### config.mk
export PLATFORM = sky130hd
export DESIGN_NAME = retransmit_history_ring
export DESIGN_NICKNAME = d
export VERILOG_FILES = /design/src/hdl/rhr_pkg.sv /design/src/hdl/retransmit_history_ring.sv /design/src/hdl/rhr_ram.sv
export SDC_FILE = /design/constraint.sdc
export NUM_CORES = 1
export LEC_CHECK = 0
export ABC_CLOCK_PERIOD_IN_PS = 10600
export BUFFER_PORTS_ARGS = -buffer_cell sky130_fd_sc_hd__buf_2
export CORE_ASPECT_RATIO = 2
export CORE_MARGIN = 10
export CORE_UTILIZATION = 40
export DETAILED_ROUTE_END_ITERATION = 8
export HOLD_SLACK_MARGIN = 0.15
export PLACE_DENSITY = 0.59
export SYNTH_ARGS = -nofsm -noshare
export SYNTH_HDL_FRONTEND = slang
export SYNTH_HIERARCHICAL = 1
export SYNTH_SLANG_ARGS = --single-unit
### constraint.sdc
create_clock -name clk -period 10.6 [get_ports clk]
set_input_delay 0.53 -clock clk [delete_from_list [all_inputs] [get_ports clk]]
set_output_delay 0.53 -clock clk [all_outputs]
set_load 0.005 [all_outputs]
### src/hdl/rhr_pkg.sv
// Shared types and constants for the retransmit history ring.
// No dependencies; imported by retransmit_history_ring.
`default_nettype none

package rhr_pkg;

    // Fixed field widths
    localparam int unsigned SEQ_W    = 32;
    localparam int unsigned HANDLE_W = 16;
    localparam int unsigned COUNT_W  = 4;
    localparam int unsigned KIND_W   = 3;
    localparam int unsigned ADDR_W   = 3;
    localparam int unsigned DATA_W   = 32;

    // Configuration register select (paddr bit 2)
    localparam logic REG_TCP_MODE     = 1'b0;
    localparam logic REG_REPEAT_LIMIT = 1'b1;

    // Reset value of the repeat limit
    localparam logic [COUNT_W-1:0] LIMIT_RESET = 4'd8;

    // Request kinds on the input stream
    typedef enum logic
    {
        REQ_STORE  = 1'b0,
        REQ_REPEAT = 1'b1
    } req_type_t;

    // Result kinds on the output stream
    typedef enum logic [KIND_W-1:0]
    {
        KIND_STORED      = 3'd0,
        KIND_REBROADCAST = 3'd1,
        KIND_LIMIT       = 3'd2,
        KIND_OUTDATED    = 3'd3,
        KIND_IGNORED     = 3'd4
    } kind_t;

    // Controller states
    typedef enum logic [1:0]
    {
        ST_IDLE   = 2'd0,
        ST_SCAN   = 2'd1,
        ST_FINISH = 2'd2
    } state_t;

endpackage

`default_nettype wire

### src/hdl/retransmit_history_ring.sv
// Retransmit history ring: top level with controller, config registers and output stage.
// Depends on rhr_pkg and rhr_ram.
//
// Keeps the last RING_DEPTH sent packets (sequence number, handle, repeat count)
// in one RAM so that they can be sent again.
// Input stream (s_axis_*): a store request writes the packet at the write pointer
// and reports the handle it displaced; a repeat request searches the ring from
// newest to oldest and reports a rebroadcast, limit reached or outdated notice.
// With tcp_mode set, repeat requests are answered as ignored.
// Output stream (m_axis_*): exactly one result per request, in request order.
// Flow: a store or an ignored repeat goes from acceptance straight to the final
// step, which loads the output register; a repeat first searches, reading k entries
// (1..RING_DEPTH) from newest to oldest, as the RAM read port delivers one entry per
// cycle. A new request is accepted the cycle after the previous one completes,
// while its result may still sit in the output register.
// If the receiver stalls, the completed result stays in the output register and
// the next request waits in its final step until that register is taken.
// Reset clears the entry valid bits and the write pointer, sets tcp_mode to 0 and
// repeat_limit to 8; the RAM needs no clearing pass.
// APB registers: 0x0 tcp_mode (bit 0), 0x4 repeat_limit (bits 3:0).
`default_nettype none

module retransmit_history_ring #(
    parameter int unsigned RING_DEPTH  = 16,
    parameter int unsigned HANDLE_BITS = 16
) (
    input  wire logic                          clk,
    input  wire logic                          rst_n,
    // APB configuration port
    input  wire logic                          psel,
    input  wire logic                          penable,
    input  wire logic                          pwrite,
    input  wire logic [rhr_pkg::ADDR_W-1:0]    paddr,
    input  wire logic [rhr_pkg::DATA_W-1:0]    pwdata,
    output logic      [rhr_pkg::DATA_W-1:0]    prdata,
    output logic                               pready,
    // Request stream
    input  wire logic                          s_axis_tvalid,
    output logic                               s_axis_tready,
    input  wire logic [47:0]                   s_axis_tdata,  // seq_num[31:0], pkt_handle[47:32]
    input  wire logic                          s_axis_tuser,  // req_type
    // Result stream
    output logic                               m_axis_tvalid,
    input  wire logic                          m_axis_tready,
    output logic      [55:0]                   m_axis_tdata,  // out_handle[15:0], evicted_valid[16],
                                                              // out_seq[48:17], zero[55:49]
    output logic      [rhr_pkg::KIND_W-1:0]    m_axis_tuser   // result_kind
);

    import rhr_pkg::*;

    localparam int unsigned IW = $clog2(RING_DEPTH);
    localparam int unsigned CW = $clog2(RING_DEPTH + 1);
    localparam int unsigned HW = (HANDLE_BITS < HANDLE_W) ? HANDLE_BITS : HANDLE_W;
    localparam int unsigned RW = SEQ_W + HW + COUNT_W;
    localparam logic [IW-1:0] LAST_IDX = IW'(RING_DEPTH - 1);
    localparam logic [CW-1:0] SCAN_MAX = CW'(RING_DEPTH);

    // Ring index one step older, with wrap
    function automatic logic [IW-1:0] ring_prev(input logic [IW-1:0] i);
        logic [IW-1:0] r;
        r = (i == '0) ? LAST_IDX : i - 1'b1;
        return r;
    endfunction

    // Control registers
    state_t                state_reg, state_next;
    logic [IW-1:0]         wptr_reg, wptr_next;
    logic [RING_DEPTH-1:0] valid_reg, valid_next;
    logic [IW-1:0]         scan_idx_reg, scan_idx_next;
    logic [CW-1:0]         scan_cnt_reg, scan_cnt_next;
    logic                  tcp_mode_reg;
    logic [COUNT_W-1:0]    repeat_limit_reg;
    logic                  m_valid_reg, m_valid_next;

    // Payload registers
    kind_t                 kind_reg, kind_next;
    logic [SEQ_W-1:0]      seq_reg, seq_next;
    logic [HW-1:0]         hin_reg, hin_next;
    logic [IW-1:0]         hit_idx_reg, hit_idx_next;
    logic [HW-1:0]         hit_handle_reg, hit_handle_next;
    logic [COUNT_W-1:0]    hit_count_reg, hit_count_next;
    kind_t                 m_kind_reg, m_kind_next;
    logic [HANDLE_W-1:0]   m_handle_reg, m_handle_next;
    logic                  m_evict_reg, m_evict_next;
    logic [SEQ_W-1:0]      m_seq_reg, m_seq_next;

    // RAM port signals
    logic                  ram_wr_en;
    logic [IW-1:0]         ram_wr_addr;
    logic [RW-1:0]         ram_wr_data;
    logic                  ram_rd_en;
    logic [IW-1:0]         ram_rd_addr;
    logic [RW-1:0]         ram_rd_data;
    logic [SEQ_W-1:0]      rd_seq;
    logic [HW-1:0]         rd_handle;
    logic [COUNT_W-1:0]    rd_count;

    logic                  in_accept;
    logic                  out_free;
    logic                  hit;
    logic                  cfg_write;

    // Entry store: {seq, handle, count}
    rhr_ram #(
        .WIDTH (RW),
        .DEPTH (RING_DEPTH)
    ) u_ram (
        .clk     (clk),
        .wr_en   (ram_wr_en),
        .wr_addr (ram_wr_addr),
        .wr_data (ram_wr_data),
        .rd_en   (ram_rd_en),
        .rd_addr (ram_rd_addr),
        .rd_data (ram_rd_data)
    );

    assign rd_seq    = ram_rd_data[RW-1 -: SEQ_W];
    assign rd_handle = ram_rd_data[COUNT_W +: HW];
    assign rd_count  = ram_rd_data[COUNT_W-1:0];

    // Handshake terms
    assign s_axis_tready = (state_reg == ST_IDLE);
    assign in_accept     = s_axis_tvalid && s_axis_tready;
    assign out_free      = !m_valid_reg || m_axis_tready;
    assign hit           = valid_reg[scan_idx_reg] && (rd_seq == seq_reg);

    // APB: always ready, register select on bit 2
    assign pready    = 1'b1;
    assign cfg_write = psel && penable && pwrite && pready;

    always_comb
    begin
        if (paddr[2] == REG_REPEAT_LIMIT)
        begin
            prdata = DATA_W'(repeat_limit_reg);
        end
        else
        begin
            prdata = DATA_W'(tcp_mode_reg);
        end
    end

    always_ff @(posedge clk or negedge rst_n)
    begin
        if (!rst_n)
        begin
            tcp_mode_reg     <= 1'b0;
            repeat_limit_reg <= LIMIT_RESET;
        end
        else if (cfg_write)
        begin
            if (paddr[2] == REG_REPEAT_LIMIT)
            begin
                repeat_limit_reg <= pwdata[COUNT_W-1:0];
            end
            else
            begin
                tcp_mode_reg <= pwdata[0];
            end
        end
    end

    // Next state
    always_comb
    begin
        state_next = state_reg;
        case (state_reg)
            ST_IDLE:
            begin
                if (in_accept)
                begin
                    if (s_axis_tuser == REQ_STORE || tcp_mode_reg)
                    begin
                        state_next = ST_FINISH;
                    end
                    else
                    begin
                        state_next = ST_SCAN;
                    end
                end
            end
            ST_SCAN:
            begin
                if (hit || scan_cnt_reg == SCAN_MAX)
                begin
                    state_next = ST_FINISH;
                end
            end
            ST_FINISH:
            begin
                if (out_free)
                begin
                    state_next = ST_IDLE;
                end
            end
            default:
            begin
                state_next = ST_IDLE;
            end
        endcase
    end

    // Datapath, RAM access and result build
    always_comb
    begin
        wptr_next       = wptr_reg;
        valid_next      = valid_reg;
        scan_idx_next   = scan_idx_reg;
        scan_cnt_next   = scan_cnt_reg;
        kind_next       = kind_reg;
        seq_next        = seq_reg;
        hin_next        = hin_reg;
        hit_idx_next    = hit_idx_reg;
        hit_handle_next = hit_handle_reg;
        hit_count_next  = hit_count_reg;
        m_valid_next    = m_valid_reg && !m_axis_tready;
        m_kind_next     = m_kind_reg;
        m_handle_next   = m_handle_reg;
        m_evict_next    = m_evict_reg;
        m_seq_next      = m_seq_reg;
        ram_rd_en       = 1'b0;
        ram_rd_addr     = wptr_reg;
        ram_wr_en       = 1'b0;
        ram_wr_addr     = wptr_reg;
        ram_wr_data     = {seq_reg, hin_reg, {COUNT_W{1'b0}}};

        case (state_reg)
            ST_IDLE:
            begin
                if (in_accept)
                begin
                    seq_next = s_axis_tdata[SEQ_W-1:0];
                    hin_next = s_axis_tdata[SEQ_W +: HW];
                    if (s_axis_tuser == REQ_STORE)
                    begin
                        // read the slot about to be overwritten
                        ram_rd_en = 1'b1;
                        kind_next = KIND_STORED;
                    end
                    else if (tcp_mode_reg)
                    begin
                        kind_next = KIND_IGNORED;
                    end
                    else
                    begin
                        // start the search at the newest entry
                        ram_rd_en     = 1'b1;
                        ram_rd_addr   = ring_prev(wptr_reg);
                        scan_idx_next = ring_prev(wptr_reg);
                        scan_cnt_next = CW'(1);
                        kind_next     = KIND_OUTDATED;
                    end
                end
            end
            ST_SCAN:
            begin
                if (hit)
                begin
                    hit_idx_next    = scan_idx_reg;
                    hit_handle_next = rd_handle;
                    hit_count_next  = rd_count;
                    kind_next = (rd_count < repeat_limit_reg) ? KIND_REBROADCAST : KIND_LIMIT;
                end
                else if (scan_cnt_reg != SCAN_MAX)
                begin
                    // one entry older per cycle
                    ram_rd_en     = 1'b1;
                    ram_rd_addr   = ring_prev(scan_idx_reg);
                    scan_idx_next = ring_prev(scan_idx_reg);
                    scan_cnt_next = scan_cnt_reg + 1'b1;
                end
            end
            ST_FINISH:
            begin
                if (out_free)
                begin
                    m_valid_next  = 1'b1;
                    m_kind_next   = kind_reg;
                    m_seq_next    = seq_reg;
                    m_handle_next = '0;
                    m_evict_next  = 1'b0;
                    case (kind_reg)
                        KIND_STORED:
                        begin
                            if (valid_reg[wptr_reg])
                            begin
                                m_handle_next = HANDLE_W'(rd_handle);
                                m_evict_next  = 1'b1;
                            end
                            ram_wr_en            = 1'b1;
                            valid_next[wptr_reg] = 1'b1;
                            wptr_next = (wptr_reg == LAST_IDX) ? '0 : wptr_reg + 1'b1;
                        end
                        KIND_REBROADCAST:
                        begin
                            m_handle_next = HANDLE_W'(hit_handle_reg);
                            ram_wr_en     = 1'b1;
                            ram_wr_addr   = hit_idx_reg;
                            ram_wr_data   = {seq_reg, hit_handle_reg, hit_count_reg + 1'b1};
                        end
                        KIND_LIMIT:
                        begin
                            m_handle_next = HANDLE_W'(hit_handle_reg);
                        end
                        default:
                        begin
                            m_handle_next = '0;
                        end
                    endcase
                end
            end
            default:
            begin
                ram_rd_en = 1'b0;
            end
        endcase
    end

    // Control state
    always_ff @(posedge clk or negedge rst_n)
    begin
        if (!rst_n)
        begin
            state_reg    <= ST_IDLE;
            wptr_reg     <= '0;
            valid_reg    <= '0;
            scan_idx_reg <= '0;
            scan_cnt_reg <= '0;
            m_valid_reg  <= 1'b0;
        end
        else
        begin
            state_reg    <= state_next;
            wptr_reg     <= wptr_next;
            valid_reg    <= valid_next;
            scan_idx_reg <= scan_idx_next;
            scan_cnt_reg <= scan_cnt_next;
            m_valid_reg  <= m_valid_next;
        end
    end

    // Payload
    always_ff @(posedge clk)
    begin
        kind_reg       <= kind_next;
        seq_reg        <= seq_next;
        hin_reg        <= hin_next;
        hit_idx_reg    <= hit_idx_next;
        hit_handle_reg <= hit_handle_next;
        hit_count_reg  <= hit_count_next;
        m_kind_reg     <= m_kind_next;
        m_handle_reg   <= m_handle_next;
        m_evict_reg    <= m_evict_next;
        m_seq_reg      <= m_seq_next;
    end

    // Output stream
    assign m_axis_tvalid = m_valid_reg;
    assign m_axis_tuser  = m_kind_reg;
    assign m_axis_tdata  = {7'b0, m_seq_reg, m_evict_reg, m_handle_reg};

    // Checks
    a_ptr_range: assert property (@(posedge clk) disable iff (!rst_n)
        wptr_reg <= LAST_IDX)
        else $error("write pointer out of range");

    a_scan_bound: assert property (@(posedge clk) disable iff (!rst_n)
        state_reg == ST_SCAN |-> (scan_cnt_reg != '0 && scan_cnt_reg <= SCAN_MAX))
        else $error("search count out of range");

    a_write_in_finish: assert property (@(posedge clk) disable iff (!rst_n)
        ram_wr_en |-> (state_reg == ST_FINISH && out_free))
        else $error("entry written outside the final step");

    a_ptr_only_on_store: assert property (@(posedge clk) disable iff (!rst_n)
        !(state_reg == ST_FINISH && out_free && kind_reg == KIND_STORED) |=> $stable(wptr_reg))
        else $error("write pointer moved without a store");

    a_hit_valid: assert property (@(posedge clk) disable iff (!rst_n)
        (state_reg == ST_FINISH && (kind_reg == KIND_REBROADCAST || kind_reg == KIND_LIMIT))
        |-> valid_reg[hit_idx_reg])
        else $error("match on an empty entry");

endmodule

`default_nettype wire

### src/hdl/rhr_ram.sv
// Generic simple dual-port RAM: one write port, one registered read port.
// No dependencies.
`default_nettype none

module rhr_ram #(
    parameter int unsigned WIDTH = 8,
    parameter int unsigned DEPTH = 16
) (
    input  wire logic                     clk,
    input  wire logic                     wr_en,
    input  wire logic [$clog2(DEPTH)-1:0] wr_addr,
    input  wire logic [WIDTH-1:0]         wr_data,
    input  wire logic                     rd_en,
    input  wire logic [$clog2(DEPTH)-1:0] rd_addr,
    output logic      [WIDTH-1:0]         rd_data
);

    logic [WIDTH-1:0] mem [DEPTH];

    // Write port
    always_ff @(posedge clk)
    begin
        if (wr_en)
        begin
            mem[wr_addr] <= wr_data;
        end
    end

    // Registered read, held while rd_en is low
    always_ff @(posedge clk)
    begin
        if (rd_en)
        begin
            rd_data <= mem[rd_addr];
        end
    end

endmodule

`default_nettype wire

==> qor.txt <==
Clock network fraction of total power = 0.252
Die area = 0.114 sq mm
Part of the cycle the worst path needs = 0.558
Top post-synthesis cells by count = edfxtp_1 (1011), mux4_2 (213), a22oi_1 (104), nand2_1 (78), buf_4 (37)
Fin. Hold Viols = 0
Gate Count Post-Synth = 1828
Logic pwr share = 0.340
Internal power = 8.99 mW
Largest regs = u_ram/mem x832, u_ram/rd_data x52
Flops & latches, synth = 1048
Vias in the first global route = 20427
Number of synthesized flops with an enable pin = 1011
Worst Setup EP = u_ram/rd_data[21]
Final setup violation count = 0
Sequential cell area fraction in the yosys report = 0.783
Starting Density = 0.402
Pwr dens = 290 mW/mm^2
Placed cells = 3231
Placer congestion estimate = 0.766
Compound-Gate Fraction of Synth Area = 0.0330
H-tree lvl count = 3
Hold Path Class = in2reg
Cts bufs inserted = 92
Clock slew at reported path FFs = 0.06 ns
Top FF cell, synth = edfxtp_1
Skew-Pair Late Insertion Delay = 0.68 ns
Area delta synth->final = 14.0%
Max_cap viols = 0
Die X = 244 um
Worst r2r src = seq_reg[9]
Initial antenna violation count = 3
First-pass iteration count of the detailed router = 5
Core Rows = 164
Root Driver = clkbuf_16
Worst path cell trace = xor2_1 -> nor4_1 -> nand4_1 -> nor3_2 -> o211ai_1 -> o211ai_1 -> buf_4 -> buf_12 -> mux4_2 -> a22oi_1 -> nand2_1
Switching Share = 0.318
CTS Sinks = 1048
Setup WS pre-CTS = 4.48 ns
Vias per cell = 5.45
Multiplexer area fraction after synthesis = 0.130
Synth area leaders = edfxtp_1 (76%), mux4_2 (12%), dfrtp_1 (2.3%)
Post-CTS setup buffer count = 0
Post-Synth XOR/XNOR Area = 0.00855
Post-CTS Hold Buffers = 53
Die Ht = 467 um
Critical Path Source Type = flip-flop
Avg Inst Size Synth = 21.9 sq um
I/O pin total = 185
Sequential power share = 0.408
Final setup TNS = 0 ns
Post-Layout Cell Count = 3452
Critical path capture point type = flip-flop
Final WS setup = 4.69 ns
R2R Setup Slk = 4.69 ns
Yosys Warn Count = 6
Share of post-route cells with drive strength above 1 = 0.258
Post-Synth Adder-Cell Area = 0.00344
DR DRC count = 0
Cell taking the most area after synthesis = edfxtp_1
Worst endpoint required time = 11.03 ns
Largest net degree at the start of global routing = 135
Core Box Area = 0.0995 sq mm
Max_slew headroom = 0.285
Dpl hpwl = 47300 um
Gr usage total = 0.166
Max reg flops = 832
Largest reg by FF count = u_ram/mem
Tmin final = 5.91 ns
Final Skew = 0.0282 ns
Crit Path Class = reg2reg
Worst vdd ir = 0.000376 V
RSZ-0062 raised after global routing = no
Synth top area share = 0.760
Final nets = 2152
Vias = 18821
I/O Buffers = 118
CTS tree = built
Static Leak = 14.6 nW
CP max FO = 102
Crit path arrival time = 6.34 ns
Grt total ovfl = 0
Synth Cell Area = 0.0400 sq mm
Largest family of logic cells by synthesized area = multiplexers
CP dominant cell by count = o211ai_1
Slowest stage delay, CP = 0.77 ns
Slowest CP cell = nor4_1
Async SR Flop Fraction = 0.0353
Total power draw = 13.2 mW
Cell variety after synth = 57
CTS Buffer Depth = 3
Post_cts resized = 0
Actual slew at the worst max-slew pin = 1.07 ns
Synth Area in Simple Gates = 0.0222
Worst r2r dst = u_ram/rd_data[21]
Max-slew violations = 0
Path depth of the worst reg2reg path = 11
Final wirelength = 94200 um
Most frequent cell after synthesis = edfxtp_1
First-pass GRT wire length = 138000 um
Sw Pwr = 4.20 mW
Drt initial violations = 1521
Wire length per cell = 27.3 um
Status = complete, no violations
Max Clk Rate = 0.169 GHz
Antenna-violating nets left = 0
Final core utilization = 0.458
Crit path from = seq_reg[9]
[through the flow]
step	area, sq um	hold slack (ns)
finish	45600	0.219
global placement	42100	0.438
CTS	45600	0.161
detailed placement	42100	0.443
floorplan	40100	0.234
global route	45600	0.206
[power groups by stage]
stage          clock network [mW]  logic [mW]  registers [mW]
2_1_floorplan                   0        3.63            5.37
3_3_place_gp                    0        4.50            5.46
3_5_place_dp                    0        4.55            5.48
4_1_cts                      3.41        4.59            5.39
5_1_grt                      3.56        4.87            5.43
6_report                     3.32        4.48            5.39
[critical path, delay by kind of cell (launching register included)]
kind	cells	cell delay, ns
mux	1	0.60
simple gates	4	2.01
buf+inv	2	1.25
compound gates	3	0.61
flops	1	0.65
xor+xnor	1	0.28
[metal layers]
layer / routed length (um) / vias to the layer above / GRT usage
met3: 5430 / 142 / 0.0335
li1: - / 7986 / -
met1: 36100 / 10087 / 0.196
met5: 27 / - / 0
met2: 50200 / 602 / 0.295
met4: 2480 / 4 / 0.0559
[cell type report]
type                    instances  area (sq um)
fillers                      8303         53900
flip-flops and latches       1048         31300
multi-input cells             683          8180
clock buffers                 111          2420
well taps                    1328          1660
repair buffers                213          1460
clock inverters                56           519
inverters                      12          45.0
diodes                          1          2.50
[logic make-up (layout without fill, tap and decap cells)]
logic type,after synthesis,in the layout
mux,243,243
simple gates,180,180
fa+ha+maj,11,11
flops,1048,1048
compound gates,174,174
other cells,2,37
buf+inv,131,392
xor+xnor,39,39
[cell usage in the layout (no fill, tap or decap), types with 4 or more instances in the layout]
master and n:
a21o_1 6, a21oi_1 6, a22o_1 18, a22oi_1 104, buf_2 118, buf_4 40
bufinv_16 8, clkbuf_1 17, clkbuf_16 94, clkinv_1 22, clkinv_2 11, clkinvlp_4 7
conb_1 36, dfrtp_1 36, dlygate4sd3_1 53, edfxtp_1 1011, ha_1 11, inv_1 10
inv_6 4, mux2_1 17, mux2_2 9, mux4_1 4, mux4_2 213, nand2_1 77
nand2b_1 8, nand3_1 14, nand3b_1 5, nor2_1 13, nor2_4 14, nor2b_1 4
nor3_1 5, nor3_2 5, nor4_1 9, o211ai_1 4, o21ai_0 5, o21bai_1 18
xnor2_1 6, xor2_1 33
[worst min path at each step]
stage	from	end	slack, ns	cells after the start
floorplan	rst_n	m_axis_tvalid	0.23	0
global placement	u_ram/rd_data[19]	hit_handle_reg[15]	0.44	0
detailed placement	u_ram/rd_data[19]	hit_handle_reg[15]	0.44	0
CTS	s_axis_tuser	kind_reg[2]	0.16	2
global route	s_axis_tuser	kind_reg[2]	0.21	2
finish	s_axis_tuser	kind_reg[2]	0.22	2
Power figures use the tool's default switching activity.
